--- src/hw/rtl/mmcal_pkg.sv ---
// Shared types, widths and codes for the magnetometer min/max calibration block.
// No dependencies; every other file imports this package.

package mmcal_pkg;

  // Field widths fixed by the item and register formats
  localparam int SAMPLE_W  = 16;
  localparam int FRAC_W    = 12;
  localparam int TIME_W    = 32;
  localparam int CMD_W     = 2;
  localparam int STATUS_W  = 3;
  localparam int CFG_W     = 32;
  localparam int CFG_IDX_W = 3;
  localparam int CNT_CFG_W = 16;
  localparam int HR_W      = 15;
  localparam int NUM_AXES  = 3;

  // Derived internal widths
  localparam int SCALE_W = FRAC_W + 4;        // Q4.12 axis scale
  localparam int BIAS_W  = SAMPLE_W + 2;      // max + min, one fraction bit, sign
  localparam int RANGE_W = SAMPLE_W + 1;      // max - min, signed
  localparam int COV_W   = FRAC_W + 1;        // Q1.12 coverage, up to unity
  localparam int DEN_W   = SAMPLE_W + 2;      // holds 3 * range and the range sum
  localparam int NUM_W   = DEN_W + FRAC_W;    // range sum shifted by the fraction

  localparam logic [SCALE_W-1:0] SCALE_ONE = {{3{1'b0}}, 1'b1, {FRAC_W{1'b0}}};

  // Register reset values
  localparam logic [CNT_CFG_W-1:0] MIN_COUNT_RST = 16'd500;
  localparam logic [HR_W-1:0]      MIN_HR_RST    = 15'd205;
  localparam logic [SCALE_W-1:0]   MIN_SCALE_RST = 16'd819;
  localparam logic [SCALE_W-1:0]   MAX_SCALE_RST = 16'd20480;
  localparam logic [TIME_W-1:0]    DURATION_RST  = 32'd30000;

  typedef enum logic [CMD_W-1:0] {
    CMD_START,
    CMD_SAMPLE,
    CMD_FINISH,
    CMD_APPLY
  } cmd_e;

  typedef enum logic [STATUS_W-1:0] {
    PH_IDLE,
    PH_COLLECT,
    PH_VALID,
    PH_FEW,
    PH_RANGE,
    PH_SCALE
  } phase_e;

  typedef enum logic [CFG_IDX_W-1:0] {
    REG_MIN_COUNT,
    REG_MIN_HALF_RANGE,
    REG_MIN_SCALE,
    REG_MAX_SCALE,
    REG_DURATION
  } cfg_reg_e;

  // Control from the merge stage to every axis lane
  typedef struct packed {
    logic clear;    // back to reset extrema, bias and scale
    logic update;   // fold the sample into min/max
    logic apply;    // start the correction multiply
    logic use_cal;  // calibration in force for the multiply
    logic commit;   // load bias from extrema and the new scale
  } lane_ctrl_t;

endpackage

--- src/hw/rtl/mmcal_if.sv ---
// Request and result channel interfaces with valid/ready handshake.
// Depends on mmcal_pkg for field widths.

interface mmcal_req_if import mmcal_pkg::*; ();
  logic                       valid;
  logic                       ready;
  logic [CMD_W-1:0]           command;
  logic [TIME_W-1:0]          time_ms;
  logic signed [SAMPLE_W-1:0] sample_x;
  logic signed [SAMPLE_W-1:0] sample_y;
  logic signed [SAMPLE_W-1:0] sample_z;

  modport source (output valid, command, time_ms, sample_x, sample_y, sample_z,
                  input ready);
  modport sink (input valid, command, time_ms, sample_x, sample_y, sample_z,
                output ready);
endinterface

interface mmcal_res_if import mmcal_pkg::*; ();
  logic                       valid;
  logic                       ready;
  logic [STATUS_W-1:0]        status;
  logic                       valid_res;
  logic                       time_complete;
  logic signed [SAMPLE_W-1:0] cal_x;
  logic signed [SAMPLE_W-1:0] cal_y;
  logic signed [SAMPLE_W-1:0] cal_z;
  logic [COV_W-1:0]           cover_ratio;

  modport source (output valid, status, valid_res, time_complete, cal_x,
                  cal_y, cal_z, cover_ratio, input ready);
  modport sink (input valid, status, valid_res, time_complete, cal_x,
                cal_y, cal_z, cover_ratio, output ready);
endinterface

--- src/hw/rtl/magnetometer_minmax_calibration.sv ---
// Top level of the magnetometer min/max calibration block.
// Depends on mmcal_pkg, mmcal_if, mmcal_lane and mmcal_div.

// Three axis lanes track per-axis extrema and hold bias and scale; a merge
// stage checks the ranges and drives one shared divider for the three scale
// factors and the coverage figure. Start and sample requests may follow back
// to back. Apply runs one multiply per lane, registered, then rounding and
// saturation. Finish loads its result from the ready state when the sample
// count check fails, from the range state when the range or zero-range check
// fails, and otherwise after the 30-step radix-2 divider, run once per axis
// scale and once for coverage, or sooner if a scale is out of bounds. A new
// request is taken only when the output register is empty or its result
// leaves in the same cycle, and never while a finish or apply is in progress.

module magnetometer_minmax_calibration import mmcal_pkg::*; #(
  parameter int COUNT_WIDTH = 24
) (
  input  logic                 clk_i,
  input  logic                 rst_ni,
  input  logic                 cfg_we_i,
  input  logic [CFG_IDX_W-1:0] cfg_idx_i,
  input  logic [CFG_W-1:0]     cfg_wdata_i,
  mmcal_req_if.sink            req_if,
  mmcal_res_if.source          res_if
);

  typedef enum logic [2:0] {
    C_READY,
    C_APPLY,
    C_RANGE,
    C_DIV_GO,
    C_DIV_WAIT
  } ctl_e;

  localparam logic [1:0] AX_COV = 2'd3;

  // Configuration
  logic [CNT_CFG_W-1:0] min_cnt_q, min_cnt_d;
  logic [HR_W-1:0]      min_hr_q, min_hr_d;
  logic [SCALE_W-1:0]   min_sc_q, min_sc_d;
  logic [SCALE_W-1:0]   max_sc_q, max_sc_d;
  logic [TIME_W-1:0]    dur_q, dur_d;

  // Calibration control state
  ctl_e                   ctl_q, ctl_d;
  phase_e                 phase_q, phase_d;
  logic                   valid_q, valid_d;
  logic [COUNT_WIDTH-1:0] count_q, count_d;
  logic [TIME_W-1:0]      start_q, start_d;
  logic [COV_W-1:0]       cov_q, cov_d;
  logic                   tc_q, tc_d;
  logic [1:0]             ax_q, ax_d;
  logic [DEN_W-1:0]       sum_q, sum_d;
  logic [SAMPLE_W-1:0]    dmin_q, dmin_d;
  logic [SAMPLE_W-1:0]    dmax_q, dmax_d;
  logic [SCALE_W-1:0]     sc_q [NUM_AXES];
  logic [SCALE_W-1:0]     sc_d [NUM_AXES];

  // Output register
  logic                       out_valid_q, out_valid_d;
  phase_e                     res_status_q, res_status_d;
  logic                       res_valid_q, res_valid_d;
  logic                       res_tc_q, res_tc_d;
  logic signed [SAMPLE_W-1:0] res_corr_q [NUM_AXES];
  logic signed [SAMPLE_W-1:0] res_corr_d [NUM_AXES];
  logic [COV_W-1:0]           res_cov_q, res_cov_d;

  // Lanes and divider
  lane_ctrl_t                 lane_ctrl;
  logic signed [SAMPLE_W-1:0] samp [NUM_AXES];
  logic signed [RANGE_W-1:0]  rng [NUM_AXES];
  logic signed [SAMPLE_W-1:0] corr [NUM_AXES];
  logic [SAMPLE_W-1:0]        mag [NUM_AXES];
  logic                       div_start;
  logic [NUM_W-1:0]           div_num;
  logic [DEN_W-1:0]           div_den;
  logic                       div_done;
  logic [NUM_W-1:0]           div_quo;

  // Merge-stage scratch
  logic                       accept;
  cmd_e                       cmd;
  logic [TIME_W-1:0]          elapsed;
  logic                       tc_now;
  logic signed [RANGE_W:0]    thr;
  logic                       range_fail;
  logic                       zero_fail;
  logic                       load;
  phase_e                     ld_status;
  logic                       ld_valid;
  logic                       ld_tc;
  logic [COV_W-1:0]           ld_cov;
  logic                       ld_corr;

  assign samp[0] = req_if.sample_x;
  assign samp[1] = req_if.sample_y;
  assign samp[2] = req_if.sample_z;

  assign req_if.ready = (ctl_q == C_READY) && (!out_valid_q || res_if.ready);
  assign accept       = req_if.valid && req_if.ready;
  assign cmd          = cmd_e'(req_if.command);

  for (genvar g = 0; g < NUM_AXES; g++) begin : g_lane
    mmcal_lane u_lane (
      .clk_i    (clk_i),
      .rst_ni   (rst_ni),
      .ctrl_i   (lane_ctrl),
      .sample_i (samp[g]),
      .scale_i  (sc_q[g]),
      .range_o  (rng[g]),
      .corr_o   (corr[g])
    );
    assign mag[g] = rng[g][SAMPLE_W-1:0];
  end

  mmcal_div u_div (
    .clk_i   (clk_i),
    .rst_ni  (rst_ni),
    .start_i (div_start),
    .num_i   (div_num),
    .den_i   (div_den),
    .done_o  (div_done),
    .quo_o   (div_quo)
  );

  // Range checks across the lanes
  always_comb begin
    thr        = $signed((RANGE_W+1)'({min_hr_q, 1'b0}));
    range_fail = 1'b0;
    zero_fail  = 1'b0;
    for (int i = 0; i < NUM_AXES; i++) begin
      if ($signed({rng[i][RANGE_W-1], rng[i]}) < thr) range_fail = 1'b1;
      if (rng[i] <= RANGE_W'(0)) zero_fail = 1'b1;
    end
  end

  // Divider operands: three axis scales, then coverage
  always_comb begin
    div_num = {sum_q, {FRAC_W{1'b0}}};
    case (ax_q)
      2'd0: div_den = DEN_W'(mag[0]) + DEN_W'({mag[0], 1'b0});
      2'd1: div_den = DEN_W'(mag[1]) + DEN_W'({mag[1], 1'b0});
      2'd2: div_den = DEN_W'(mag[2]) + DEN_W'({mag[2], 1'b0});
      default: begin
        div_num = NUM_W'({dmin_q, {FRAC_W{1'b0}}});
        div_den = DEN_W'(dmax_q);
      end
    endcase
  end

  // Request sequencing, state updates and result loading
  always_comb begin
    min_cnt_d = min_cnt_q;
    min_hr_d  = min_hr_q;
    min_sc_d  = min_sc_q;
    max_sc_d  = max_sc_q;
    dur_d     = dur_q;
    ctl_d     = ctl_q;
    phase_d   = phase_q;
    valid_d   = valid_q;
    count_d   = count_q;
    start_d   = start_q;
    cov_d     = cov_q;
    tc_d      = tc_q;
    ax_d      = ax_q;
    sum_d     = sum_q;
    dmin_d    = dmin_q;
    dmax_d    = dmax_q;
    sc_d      = sc_q;

    lane_ctrl         = '0;
    lane_ctrl.use_cal = valid_q;
    div_start         = 1'b0;

    load      = 1'b0;
    ld_status = phase_q;
    ld_valid  = valid_q;
    ld_tc     = 1'b0;
    ld_cov    = cov_q;
    ld_corr   = 1'b0;

    elapsed = req_if.time_ms - start_q;
    tc_now  = (phase_q == PH_COLLECT) && (elapsed >= dur_q);

    // Configuration writes
    if (cfg_we_i) begin
      case (cfg_idx_i)
        REG_MIN_COUNT:      min_cnt_d = cfg_wdata_i[CNT_CFG_W-1:0];
        REG_MIN_HALF_RANGE: min_hr_d  = cfg_wdata_i[HR_W-1:0];
        REG_MIN_SCALE:      min_sc_d  = cfg_wdata_i[SCALE_W-1:0];
        REG_MAX_SCALE:      max_sc_d  = cfg_wdata_i[SCALE_W-1:0];
        REG_DURATION:       dur_d     = cfg_wdata_i[TIME_W-1:0];
        default: ;
      endcase
    end

    case (ctl_q)
      C_READY: begin
        if (accept) begin
          case (cmd)
            CMD_START: begin
              lane_ctrl.clear = 1'b1;
              phase_d   = PH_COLLECT;
              valid_d   = 1'b0;
              count_d   = '0;
              start_d   = req_if.time_ms;
              cov_d     = '0;
              load      = 1'b1;
              ld_status = PH_COLLECT;
              ld_valid  = 1'b0;
              ld_tc     = (dur_q == '0);
              ld_cov    = '0;
            end
            CMD_SAMPLE: begin
              if (phase_q == PH_COLLECT) begin
                lane_ctrl.update = 1'b1;
                if (!(&count_q)) count_d = count_q + COUNT_WIDTH'(1);
              end
              load  = 1'b1;
              ld_tc = tc_now;
            end
            CMD_FINISH: begin
              valid_d = 1'b0;
              if (count_q < COUNT_WIDTH'(min_cnt_q)) begin
                phase_d   = PH_FEW;
                load      = 1'b1;
                ld_status = PH_FEW;
                ld_valid  = 1'b0;
              end else begin
                ctl_d = C_RANGE;
              end
            end
            CMD_APPLY: begin
              lane_ctrl.apply = 1'b1;
              tc_d  = tc_now;
              ctl_d = C_APPLY;
            end
            default: ;
          endcase
        end
      end

      C_APPLY: begin
        load    = 1'b1;
        ld_tc   = tc_q;
        ld_corr = 1'b1;
        ctl_d   = C_READY;
      end

      C_RANGE: begin
        if (range_fail || zero_fail) begin
          phase_d   = range_fail ? PH_RANGE : PH_SCALE;
          load      = 1'b1;
          ld_status = range_fail ? PH_RANGE : PH_SCALE;
          ctl_d     = C_READY;
        end else begin
          sum_d  = DEN_W'(mag[0]) + DEN_W'(mag[1]) + DEN_W'(mag[2]);
          dmin_d = mag[0];
          dmax_d = mag[0];
          for (int i = 1; i < NUM_AXES; i++) begin
            if (mag[i] < dmin_d) dmin_d = mag[i];
            if (mag[i] > dmax_d) dmax_d = mag[i];
          end
          ax_d  = '0;
          ctl_d = C_DIV_GO;
        end
      end

      C_DIV_GO: begin
        div_start = 1'b1;
        ctl_d     = C_DIV_WAIT;
      end

      C_DIV_WAIT: begin
        if (div_done) begin
          if (ax_q != AX_COV) begin
            if (div_quo < NUM_W'(min_sc_q) || div_quo > NUM_W'(max_sc_q)) begin
              phase_d   = PH_SCALE;
              load      = 1'b1;
              ld_status = PH_SCALE;
              ctl_d     = C_READY;
            end else begin
              for (int i = 0; i < NUM_AXES; i++) begin
                if (ax_q == 2'(i)) begin
                  sc_d[i] = (div_quo > NUM_W'({SCALE_W{1'b1}})) ?
                            {SCALE_W{1'b1}} : div_quo[SCALE_W-1:0];
                end
              end
              ax_d  = ax_q + 2'd1;
              ctl_d = C_DIV_GO;
            end
          end else begin
            lane_ctrl.commit = 1'b1;
            cov_d     = div_quo[COV_W-1:0];
            valid_d   = 1'b1;
            phase_d   = PH_VALID;
            load      = 1'b1;
            ld_status = PH_VALID;
            ld_valid  = 1'b1;
            ld_cov    = div_quo[COV_W-1:0];
            ctl_d     = C_READY;
          end
        end
      end

      default: ctl_d = C_READY;
    endcase

    // Output register: drain on take, fill on load
    out_valid_d  = out_valid_q && !res_if.ready;
    res_status_d = res_status_q;
    res_valid_d  = res_valid_q;
    res_tc_d     = res_tc_q;
    res_cov_d    = res_cov_q;
    res_corr_d   = res_corr_q;
    if (load) begin
      out_valid_d  = 1'b1;
      res_status_d = ld_status;
      res_valid_d  = ld_valid;
      res_tc_d     = ld_tc;
      res_cov_d    = ld_cov;
      for (int i = 0; i < NUM_AXES; i++) begin
        res_corr_d[i] = ld_corr ? corr[i] : SAMPLE_W'(0);
      end
    end
  end

  // State and registered outputs
  always_ff @(posedge clk_i or negedge rst_ni) begin
    if (!rst_ni) begin
      min_cnt_q    <= MIN_COUNT_RST;
      min_hr_q     <= MIN_HR_RST;
      min_sc_q     <= MIN_SCALE_RST;
      max_sc_q     <= MAX_SCALE_RST;
      dur_q        <= DURATION_RST;
      ctl_q        <= C_READY;
      phase_q      <= PH_IDLE;
      valid_q      <= 1'b0;
      count_q      <= '0;
      start_q      <= '0;
      cov_q        <= '0;
      tc_q         <= 1'b0;
      ax_q         <= '0;
      sum_q        <= '0;
      dmin_q       <= '0;
      dmax_q       <= '0;
      sc_q         <= '{default: '0};
      out_valid_q  <= 1'b0;
      res_status_q <= PH_IDLE;
      res_valid_q  <= 1'b0;
      res_tc_q     <= 1'b0;
      res_cov_q    <= '0;
      res_corr_q   <= '{default: '0};
    end else begin
      min_cnt_q    <= min_cnt_d;
      min_hr_q     <= min_hr_d;
      min_sc_q     <= min_sc_d;
      max_sc_q     <= max_sc_d;
      dur_q        <= dur_d;
      ctl_q        <= ctl_d;
      phase_q      <= phase_d;
      valid_q      <= valid_d;
      count_q      <= count_d;
      start_q      <= start_d;
      cov_q        <= cov_d;
      tc_q         <= tc_d;
      ax_q         <= ax_d;
      sum_q        <= sum_d;
      dmin_q       <= dmin_d;
      dmax_q       <= dmax_d;
      sc_q         <= sc_d;
      out_valid_q  <= out_valid_d;
      res_status_q <= res_status_d;
      res_valid_q  <= res_valid_d;
      res_tc_q     <= res_tc_d;
      res_cov_q    <= res_cov_d;
      res_corr_q   <= res_corr_d;
    end
  end

  assign res_if.valid         = out_valid_q;
  assign res_if.status        = res_status_q;
  assign res_if.valid_res     = res_valid_q;
  assign res_if.time_complete = res_tc_q;
  assign res_if.cal_x         = res_corr_q[0];
  assign res_if.cal_y         = res_corr_q[1];
  assign res_if.cal_z         = res_corr_q[2];
  assign res_if.cover_ratio   = res_cov_q;

endmodule

--- src/hw/rtl/mmcal_div.sv ---
// Shared radix-2 restoring divider, one quotient bit per cycle.
// Depends on mmcal_pkg for operand widths.

module mmcal_div import mmcal_pkg::*; (
  input  logic             clk_i,
  input  logic             rst_ni,
  input  logic             start_i,
  input  logic [NUM_W-1:0] num_i,
  input  logic [DEN_W-1:0] den_i,
  output logic             done_o,
  output logic [NUM_W-1:0] quo_o
);

  localparam int STEP_W = $clog2(NUM_W + 1);

  logic              busy_q;
  logic              done_q;
  logic [STEP_W-1:0] cnt_q;
  logic [NUM_W-1:0]  quo_q;
  logic [DEN_W-1:0]  rem_q;
  logic [DEN_W-1:0]  den_q;

  logic [DEN_W:0]    rem_sh;
  logic [DEN_W:0]    rem_sub;
  logic              fits;

  // Shift in the next numerator bit and try the subtract
  always_comb begin
    rem_sh  = {rem_q, quo_q[NUM_W-1]};
    rem_sub = rem_sh - {1'b0, den_q};
    fits    = rem_sh >= {1'b0, den_q};
  end

  // Sequence control
  always_ff @(posedge clk_i or negedge rst_ni) begin
    if (!rst_ni) begin
      busy_q <= 1'b0;
      done_q <= 1'b0;
      cnt_q  <= '0;
    end else if (start_i) begin
      busy_q <= 1'b1;
      done_q <= 1'b0;
      cnt_q  <= STEP_W'(NUM_W);
    end else if (busy_q) begin
      cnt_q <= cnt_q - STEP_W'(1);
      if (cnt_q == STEP_W'(1)) begin
        busy_q <= 1'b0;
        done_q <= 1'b1;
      end
    end else begin
      done_q <= 1'b0;
    end
  end

  // Remainder and quotient datapath
  always_ff @(posedge clk_i) begin
    if (start_i) begin
      quo_q <= num_i;
      rem_q <= '0;
      den_q <= den_i;
    end else if (busy_q) begin
      quo_q <= {quo_q[NUM_W-2:0], fits};
      rem_q <= fits ? rem_sub[DEN_W-1:0] : rem_sh[DEN_W-1:0];
    end
  end

  assign done_o = done_q;
  assign quo_o  = quo_q;

endmodule

--- src/hw/rtl/mmcal_lane.sv ---
// One axis lane: min/max tracking, bias and scale storage, correction multiply.
// Depends on mmcal_pkg for widths and the lane control struct.

module mmcal_lane import mmcal_pkg::*; (
  input  logic                       clk_i,
  input  logic                       rst_ni,
  input  lane_ctrl_t                 ctrl_i,
  input  logic signed [SAMPLE_W-1:0] sample_i,
  input  logic [SCALE_W-1:0]         scale_i,
  output logic signed [RANGE_W-1:0]  range_o,
  output logic signed [SAMPLE_W-1:0] corr_o
);

  localparam int PROD_W = BIAS_W + SCALE_W + 1;
  localparam int SHIFT  = FRAC_W + 1;
  localparam logic signed [PROD_W-1:0] SAT_HI =
    {{(PROD_W-SAMPLE_W+1){1'b0}}, {(SAMPLE_W-1){1'b1}}};
  localparam logic signed [PROD_W-1:0] SAT_LO = ~SAT_HI;
  localparam logic signed [PROD_W-1:0] RND_ADJ =
    {{(PROD_W-SHIFT){1'b0}}, {SHIFT{1'b1}}};
  localparam logic signed [SAMPLE_W-1:0] S_MAX = {1'b0, {(SAMPLE_W-1){1'b1}}};
  localparam logic signed [SAMPLE_W-1:0] S_MIN = {1'b1, {(SAMPLE_W-1){1'b0}}};

  logic signed [SAMPLE_W-1:0] min_q;
  logic signed [SAMPLE_W-1:0] max_q;
  logic signed [BIAS_W-1:0]   bias_q;
  logic [SCALE_W-1:0]         scale_q;
  logic signed [PROD_W-1:0]   prod_q;

  logic signed [RANGE_W-1:0]  ext_sum;
  logic signed [BIAS_W-1:0]   diff;
  logic signed [SCALE_W:0]    factor;
  logic signed [PROD_W-1:0]   prod_d;
  logic signed [PROD_W-1:0]   adj;
  logic signed [PROD_W-1:0]   quo;

  // Range and bias from the extrema
  always_comb begin
    range_o = {max_q[SAMPLE_W-1], max_q} - {min_q[SAMPLE_W-1], min_q};
    ext_sum = {max_q[SAMPLE_W-1], max_q} + {min_q[SAMPLE_W-1], min_q};
  end

  // (2*raw - bias) * scale; unity and zero bias pass the raw value through
  always_comb begin
    diff   = {sample_i[SAMPLE_W-1], sample_i, 1'b0}
             - (ctrl_i.use_cal ? bias_q : BIAS_W'(0));
    factor = $signed({1'b0, (ctrl_i.use_cal ? scale_q : SCALE_ONE)});
    prod_d = diff * factor;
  end

  // Truncate toward zero, then saturate to the sample range
  always_comb begin
    adj = prod_q + (prod_q[PROD_W-1] ? RND_ADJ : PROD_W'(0));
    quo = adj >>> SHIFT;
    if (quo > SAT_HI) begin
      corr_o = S_MAX;
    end else if (quo < SAT_LO) begin
      corr_o = S_MIN;
    end else begin
      corr_o = quo[SAMPLE_W-1:0];
    end
  end

  // Calibration state
  always_ff @(posedge clk_i or negedge rst_ni) begin
    if (!rst_ni) begin
      min_q   <= S_MAX;
      max_q   <= S_MIN;
      bias_q  <= '0;
      scale_q <= SCALE_ONE;
    end else if (ctrl_i.clear) begin
      min_q   <= S_MAX;
      max_q   <= S_MIN;
      bias_q  <= '0;
      scale_q <= SCALE_ONE;
    end else begin
      if (ctrl_i.update) begin
        if (sample_i < min_q) min_q <= sample_i;
        if (sample_i > max_q) max_q <= sample_i;
      end
      if (ctrl_i.commit) begin
        bias_q  <= {ext_sum[RANGE_W-1], ext_sum};
        scale_q <= scale_i;
      end
    end
  end

  // Product register
  always_ff @(posedge clk_i) begin
    if (ctrl_i.apply) begin
      prod_q <= prod_d;
    end
  end

endmodule
--- src/flat_wrapper.sv ---
// flat-port wrapper written by rule: the top's interface ports become plain ports
module magnetometer_minmax_calibration_flat import mmcal_pkg::*;
#(
  parameter int COUNT_WIDTH = 24
)
  (clk_i, rst_ni, cfg_we_i, cfg_idx_i, cfg_wdata_i, req_if_valid, req_if_command, req_if_time_ms, req_if_sample_x, req_if_sample_y, req_if_sample_z, req_if_ready, res_if_valid, res_if_status, res_if_valid_res, res_if_time_complete, res_if_cal_x, res_if_cal_y, res_if_cal_z, res_if_cover_ratio, res_if_ready);
  mmcal_req_if req_if_i ();
  mmcal_res_if res_if_i ();
  input  logic clk_i;
  input  logic rst_ni;
  input  logic cfg_we_i;
  input  logic [CFG_IDX_W-1:0] cfg_idx_i;
  input  logic [CFG_W-1:0] cfg_wdata_i;
  input wire logic [$bits(req_if_i.valid)-1:0] req_if_valid;
  input wire logic [$bits(req_if_i.command)-1:0] req_if_command;
  input wire logic [$bits(req_if_i.time_ms)-1:0] req_if_time_ms;
  input wire logic [$bits(req_if_i.sample_x)-1:0] req_if_sample_x;
  input wire logic [$bits(req_if_i.sample_y)-1:0] req_if_sample_y;
  input wire logic [$bits(req_if_i.sample_z)-1:0] req_if_sample_z;
  output wire logic [$bits(req_if_i.ready)-1:0] req_if_ready;
  output wire logic [$bits(res_if_i.valid)-1:0] res_if_valid;
  output wire logic [$bits(res_if_i.status)-1:0] res_if_status;
  output wire logic [$bits(res_if_i.valid_res)-1:0] res_if_valid_res;
  output wire logic [$bits(res_if_i.time_complete)-1:0] res_if_time_complete;
  output wire logic [$bits(res_if_i.cal_x)-1:0] res_if_cal_x;
  output wire logic [$bits(res_if_i.cal_y)-1:0] res_if_cal_y;
  output wire logic [$bits(res_if_i.cal_z)-1:0] res_if_cal_z;
  output wire logic [$bits(res_if_i.cover_ratio)-1:0] res_if_cover_ratio;
  input wire logic [$bits(res_if_i.ready)-1:0] res_if_ready;
  assign req_if_i.valid = req_if_valid;
  assign req_if_i.command = req_if_command;
  assign req_if_i.time_ms = req_if_time_ms;
  assign req_if_i.sample_x = req_if_sample_x;
  assign req_if_i.sample_y = req_if_sample_y;
  assign req_if_i.sample_z = req_if_sample_z;
  assign req_if_ready = req_if_i.ready;
  assign res_if_valid = res_if_i.valid;
  assign res_if_status = res_if_i.status;
  assign res_if_valid_res = res_if_i.valid_res;
  assign res_if_time_complete = res_if_i.time_complete;
  assign res_if_cal_x = res_if_i.cal_x;
  assign res_if_cal_y = res_if_i.cal_y;
  assign res_if_cal_z = res_if_i.cal_z;
  assign res_if_cover_ratio = res_if_i.cover_ratio;
  assign res_if_i.ready = res_if_ready;
  magnetometer_minmax_calibration #(.COUNT_WIDTH(COUNT_WIDTH)) u_core (.clk_i(clk_i), .rst_ni(rst_ni), .cfg_we_i(cfg_we_i), .cfg_idx_i(cfg_idx_i), .cfg_wdata_i(cfg_wdata_i), .req_if(req_if_i), .res_if(res_if_i));
endmodule
--- config.mk ---
export PLATFORM = sky130hd
export DESIGN_NAME = magnetometer_minmax_calibration_flat
export DESIGN_NICKNAME = d
export VERILOG_FILES = /design/src/hw/rtl/mmcal_pkg.sv /design/src/hw/rtl/mmcal_if.sv /design/src/hw/rtl/magnetometer_minmax_calibration.sv /design/src/hw/rtl/mmcal_div.sv /design/src/hw/rtl/mmcal_lane.sv /design/src/flat_wrapper.sv
export SDC_FILE = /design/constraint.sdc
export NUM_CORES = 2
export LEC_CHECK = 0
export BUFFER_PORTS_ARGS = -buffer_cell sky130_fd_sc_hd__buf_2
export CORE_AREA = 2 2 522 524
export DETAILED_ROUTE_END_ITERATION = 16
export DIE_AREA = 0 0 524 526
export GPL_TIMING_DRIVEN = 0
export HOLD_SLACK_MARGIN = 0.12
export PLACE_DENSITY = 0.44
export SYNTH_ARGS = -nofsm -noshare
export SYNTH_HDL_FRONTEND = slang
export SYNTH_SLANG_ARGS = --single-unit
export TNS_END_PERCENT = 20
--- constraint.sdc ---
create_clock -name clk_i -period 26.4 [get_ports clk_i]
set_clock_uncertainty 0.05 [all_clocks]
set_input_delay 2.64 -clock clk_i [delete_from_list [all_inputs] [get_ports clk_i]]
set_output_delay 2.64 -clock clk_i [all_outputs]
set_load 0.02 [all_outputs]
# --- Word-level counts from Yosys, hierarchy flattened ---
# Index checks and enable logic that the tools add are counted.
# Widths: inputs -> output; s select.
word_totals:
  reg_bits: 715
  in_bits: 122
  output_inout_bits: 68
  word_cells: 319
classes:
  addsub: 22
  n_mul: 3
  magnitude_cmp: 28
  n_eq_ne: 27
  mux: 138
  n_bitwise: 2
  n_reduce_logical: 51
ops:
  columns: ["operator", "n"]
  rows:
  - ["$mux 16", 45]
  - ["$mux 18", 10]
  - ["$add 35x14->35", 3]
  - ["$mul 18x17->35", 3]
  - ["$mux 13", 7]
  - ["$mux 30", 3]
  - ["$gt 16x16->1", 5]
  - ["$lt 16x16->1", 5]
  - ["$sub 18x18->18", 4]
  - ["$add 16x16->17", 4]
  - ["$gt 22x16->1 const B", 3]
  - ["$lt 22x16->1 const B", 3]
  - ["$add 16x17->18", 3]
  - ["$pmux 18 s3", 1]
  - ["$le 17x1->1 const B", 3]
  - ["$lt 17x17->1", 3]
  - ["$sub 16x16->17", 3]
  - ["$mux 24", 2]
  - ["$pmux 24 s2", 1]
  - ["$mux 1", 36]
  - ["$mux 3", 11]
  - ["$ge 32x32->1", 1]
  - ["$logic_not 32->1", 1]
  - ["$sub 32x32->32", 1]
  - ["other kinds (42)", 110]

# --- Depth between registers and ports, before layout ---
depth:
  ltp_word: 10
  depth_mapped: 40

# --- By module ---
# From an unflattened synthesis, not the netlist that was laid out.
hier_totals:
  cells_unflattened: 9254
  area_unflattened_um2: 83847.9
modules_own_cells:
  columns: ["module", "n_inst", "cells_each", "area_each_um2", "seq_area_each_um2"]
  rows:
  - ["magnetometer_minmax_calibration", 1, 2566, 23882.9, 8515.7]
  - ["mmcal_lane (u_core.g_lane[1].u_lane)", 1, 2213, 19109.6, 2698.8]
  - ["mmcal_lane (u_core.g_lane[2].u_lane)", 1, 2082, 18612.9, 2698.8]
  - ["mmcal_lane (u_core.g_lane[0].u_lane)", 1, 2044, 18298.8, 2698.8]
  - ["mmcal_div", 1, 349, 3943.8, 1976.9]

# --- Least setup slack after synthesis ---
# Ideal clock, no wire load.
synth_timing:
  kind: "input to register"
  from: "input req_if_sample_x[0]"
  to: "register u_core.g_lane[0].u_lane.prod_q[32], data pin"
  setup_ns: 0.258
  t_arrival_ns: 10.421
  required_ns: 26.092
  path_slack_ns: 15.672
  path_stages: 34
  n_path_buf: 0
  path_cell_list: "fa_1 a21o_1 a21oi_1 o21bai_1 a21oi_1 o21bai_1 a41oi_1 a211o_1 o2111ai_1 a21o_1 xnor2_1 nor2_1 fa_1 inv_1 fa_1 fa_1 inv_1 fa_1 fa_1 inv_1 fa_1 inv_1 ha_1 and3_1 a221oi_1 nor2b_1 o21a_1 nor2_1 o21ai_0 a41oi_2 a21oi_1 a21o_1 a21oi_1 xnor2_1"
synth_via:
  elab_chain_len: 2
synth_lines:
  columns: ["item", "line", "rtl"]
  rows:
  - ["start: declaration", "flat_wrapper.sv:17", "input wire logic [$bits(req_if_i.sample_x)-1:0] req_if_sample_x;"]
  - ["$sub 18x18->18", "mmcal_lane.sv:46", "- (ctrl_i.use_cal ? bias_q : BIAS_W'(0));"]
  - ["$mul 18x17->35", "mmcal_lane.sv:48", "prod_d = diff * factor;"]
  - ["via u_core.g_lane[0].u_lane.prod_d[32]", "mmcal_lane.sv:33", "logic signed [PROD_W-1:0] prod_d;"]
  - ["end signal: assignment", "mmcal_lane.sv:91", "prod_q <= prod_d;"]
  - ["end: declaration", "mmcal_lane.sv:28", "logic signed [PROD_W-1:0] prod_q;"]
# The timed path passes the listed nets, and every way through them passes these cells.
# A chain may end at the register's enable or synchronous reset.

# --- Final worst setup path ---
layout_timing:
  from: "register u_core.valid_q"
  to: "register u_core.g_lane[1].u_lane.prod_q[33], data pin"
layout_via:
  elab_chain_len: 3
  word_cells_on_any_way: 4
  classes_between: "1 x add/sub; 1 x mul; 2 x mux"
layout_lines:
  columns: ["item", "line", "rtl"]
  rows:
  - ["start: declaration", "magnetometer_minmax_calibration.sv:47", "logic valid_q, valid_d;"]
  - ["start signal: assignment", "magnetometer_minmax_calibration.sv:362", "valid_q <= valid_d;"]
  - ["$mux 18", "mmcal_lane.sv:46", null]
  - ["$sub 18x18->18", "mmcal_lane.sv:46", null]
  - ["$mul 18x17->35 (*)", "mmcal_lane.sv:48", null]
  - ["via u_core.g_lane[1].u_lane.prod_d[33]", "mmcal_lane.sv:33", null]
  - ["end signal: assignment", "mmcal_lane.sv:91", null]
  - ["end: declaration", "mmcal_lane.sv:28", null]
# The timed path passes the listed nets; every way through them passes the cells marked *.

==> metrics.md <==
| Metric | Value |
|---|---|
| Max-cap violation count | `1` |
| Gr usage total | `roughly a fifth` |
| Vias per cell | `about 4.9` |
| Nets@finish | `approximately 11,000` |
| Synthesis-stage register bit count | `just over 700` |
| Cell accounting for the most synthesized area | `fa_1` |
| Row cnt | `approximately 190` |
| Initial Util | `29.9%` |
| Worst min path class | `flip-flop to flip-flop` |
| Critical Path RT | `roughly 27 ns` |
| Setup TNS Final | `0 ns` |
| Asr flop ratio synth | `between 70% and 80%` |
| Fin. Hold Viols | `0` |
| Share of the synthesized area in the top cell type | `a little over a fifth` |
| End-of-flow core utilization | `around a third` |
| Min Tclk post-route | `~14 ns` |
| Synth Area per Inst | `9.07 um2` |
| Mapped Cells | `8,886` |
| Placed cells | `around 13,000` |
| Post-synth EDFFs | `between 150 and 200` |
| Initial DRC count | `between 4,000 and 5,000` |
| Clock transition at path regs | `0.06 ns` |
| Top FF cell, synth | `dfrtp_1` |
| Clock H-tree levels | `3` |
| Number of global-route vias before repair | `around 65,000` |
| Most used cell, CP | `clkbuf_1` |
| Setup CP Type | `flip-flop to flip-flop` |
| Die ar. | `roughly 280,000 um2` |
| Initial antenna violation count | `between 50 and 60` |
| CTS Buf Count | `94` |
| Root Buffer | `clkbuf_16` |
| Finished Layout Cells | `12,900` |
| Area delta synth->final | `11.6%` |
| Syn Nets | `about 11,000` |
| Fin crit share | `54.3%` |
| Drt drc | `0` |
| Synth warnings | `0` |
| Hold path start | `u_core.g_lane[1].u_lane.bias_q[11]$_DFFE_PN0P_` |
| Maximum vdd drop | `between 100 and 150 uV` |
| Post-CTS Resized | `0` |
| Mapped Area | `80,600 um2` |
| Top-level I/O count | `190` |
| Worst r2r src | `u_core.valid_q$_DFFE_PN0P_` |
| Worst Slack Setup Final | `~12 ns` |
| Hold_buf cts | `0` |
| CP max FO | `10` |
| Longest Clk Path Bufs | `3` |
| Pre-CTS WS | `11.92 ns` |
| Critical Path Max Stage Delay | `1.07 ns` |
| Failing checks | `max-capacitance violations, max-slew violations` |
| Die height | `between 500 and 600 um` |
| Later-pin clock latency in the skew report | `0.76 ns` |
| Global-route wire length before repair | `417,000 um` |
| Leak | `between 0.04 and 0.05 uW` |
| Setup-failing EPs final | `0` |
| # fillers | `28,100` |
| Total wire length | `between 200,000 and 300,000 um` |
| CP Capture Type | `flip-flop` |
| Crit path max-delay cell type | `clkbuf_1` |
| First-pass detailed-route iteration total | `7` |
| Routability cong. | `about 0.92` |
| FF-to-FF End | `u_core.g_lane[1].u_lane.prod_q[33]$_DFFE_PP_` |
| Final Max Tran Viols | `11` |
| Actual slew at the worst max-slew pin | `between 1.5 and 2 ns` |
| Remaining Overflow, GRT | `0` |
| Top cells by area, synth | `fa_1, dfrtp_1, ha_1` |
| Worst Hold End | `u_core.g_lane[1].u_lane.bias_q[11]$_DFFE_PN0P_` |
| Post-synthesis cell type count | `98` |
| Commonest non-fill, non-tap cell in the layout | `inv_1` |
| Register area share after synthesis | `a little under a quarter` |
| CTS tree | `built` |
| Reg2Reg Setup Slack | `12.06 ns` |
| Status | `finished, violations left` |
| RSZ-0062 raised after global routing | `no` |
| Reg2Reg Depth | `36` |
| Critical Path AT | `~15 ns` |
| Setup Buffers After CTS | `0` |
| Commonest cells after routing, fill and taps aside | `inv_1, nand2_1, fa_1` |
| Power per standard cell area | `between 100 and 150 nW/um2` |
| Die width | `524 um` |
| Max Fclk | `~0.07 GHz` |
| Core area | `between 200,000 and 300,000 um2` |
| Pin count of the biggest net entering global routing | `around 120` |
| Post-DP HPWL | `~230,000 um` |
| Post-DRT Antenna Nets | `0` |
| WL/cell | `21.6 um` |
| CP Launch Type | `flip-flop` |
| Via Count | `63,400` |
| Share of post-route cells with drive strength above 1 | `about 6.9%` |
| I/O Buffers | `about 190` |
| Sink Count | `about 710` |
| Hold depth | `2` |
| Relative slew slack | `-0.627%` |
critical path, delay by kind of cell (launching register included):
family	cells	cell delay, ns
buf+inv	8	4.35
fa+ha+maj	7	3.67
compound gates	12	2.84
simple gates	6	1.26
xor+xnor	3	1.06
flops	1	0.78
sequential cells by signal (all words and copies together), names as in the netlist, 18 cells and up:
register                      count
u_core.g_lane.u_lane.min_q       48
u_core.count_q                   24
u_core.u_div.den_q               18
u_core.sum_q                     18
u_core.u_div.quo_o               30
u_core.dur_q                     32
u_core.u_div.rem_q               18
u_core.g_lane.u_lane.scale_q     48
u_core.sc_q                      48
u_core.g_lane.u_lane.max_q       48
u_core.start_q                   32
u_core.g_lane.u_lane.prod_q     105
u_core.g_lane.u_lane.bias_q      51
synthesized netlist by cell type (69+ instances only):
cell,count
fa_1,877
ha_1,869
mux2_2,70
edfxtp_1,153
nand2_1,1057
and3_1,105
mux2i_1,77
a21o_1,147
nand3_1,144
xnor2_1,314
nor2_1,664
nor3_1,91
a21oi_1,352
clkbuf_1,263
xor2_1,120
nor2b_1,100
o21ai_0,457
dfrtp_1,464
o21a_1,81
nand4_1,69
nand2b_1,82
inv_1,1461
a22o_1,80
dfstp_2,77
and2_1,73
how the worst max path moves through the flow:
stage                                                         to                        from  slack [ns]  cells after the start
floorplan           u_core.g_lane[0].u_lane.prod_q[32]$_DFFE_PP_          req_if_sample_x[0]       15.67                     34
global placement                  u_core.count_q[13]$_DFFE_PN0P_                      rst_ni        9.92                      1
detailed placement  u_core.g_lane[1].u_lane.prod_q[33]$_DFFE_PP_  u_core.valid_q$_DFFE_PN0P_       11.92                     36
CTS                 u_core.g_lane[1].u_lane.prod_q[33]$_DFFE_PP_  u_core.valid_q$_DFFE_PN0P_       11.90                     36
global route        u_core.g_lane[2].u_lane.prod_q[34]$_DFFE_PP_  u_core.valid_q$_DFFE_PN0P_       11.13                     36
finish              u_core.g_lane[1].u_lane.prod_q[33]$_DFFE_PP_  u_core.valid_q$_DFFE_PN0P_       12.06                     36
per-stage QoR:
| stage | power, uW | area (um2) | hold slack (ns) |
|---|---|---|---|
| floorplan | 6520 | 80600 | 0.393 |
| global placement | 8680 | 86000 | 0.408 |
| detailed placement | 8800 | 86400 | 0.408 |
| CTS | 10300 | 89800 | 0.428 |
| global route | 11100 | 89900 | 0.439 |
| finish | 10300 | 89900 | 0.427 |
power breakdown:
group	switching, uW	internal, uW
clock	581	836
sequential	190	1430
combinational	4490	2770
total	5260	5030
logic make-up after synthesis:
logic type,synth area share (%)
AND/OR/NAND/NOR,14.1
buffers and inverters,8.29
adder cells (fa/ha/maj),35.5
AO/OA/AOI/OAI,12.4
flip-flops,23.1
XOR/XNOR,4.72
multiplexers,1.93
layout make-up:
class,instances,area [um2],share of cell area (%)
diodes,33,82.6,0.0919
plain buffers,302,1200,1.33
clock buffers,137,2740,3.05
clock inverters,40,616,0.685
inverters,1461,5480,6.10
multi-input cells,6411,55400,61.7
flip-flops and latches,712,18600,20.7
well taps,3570,4470,4.97
repair buffers,207,1290,1.44
per-layer routing:
layer	global-route usage (%)	part of all wire (%)	vias up
met3	2.59	4.9	367
li1	-	-	29700
met1	27.0	45	31700
met2	33.0	47	1519
met5	0	0.054	-
met4	7.11	3.7	24
No activity file was read; power rests on OpenSTA's default activity.
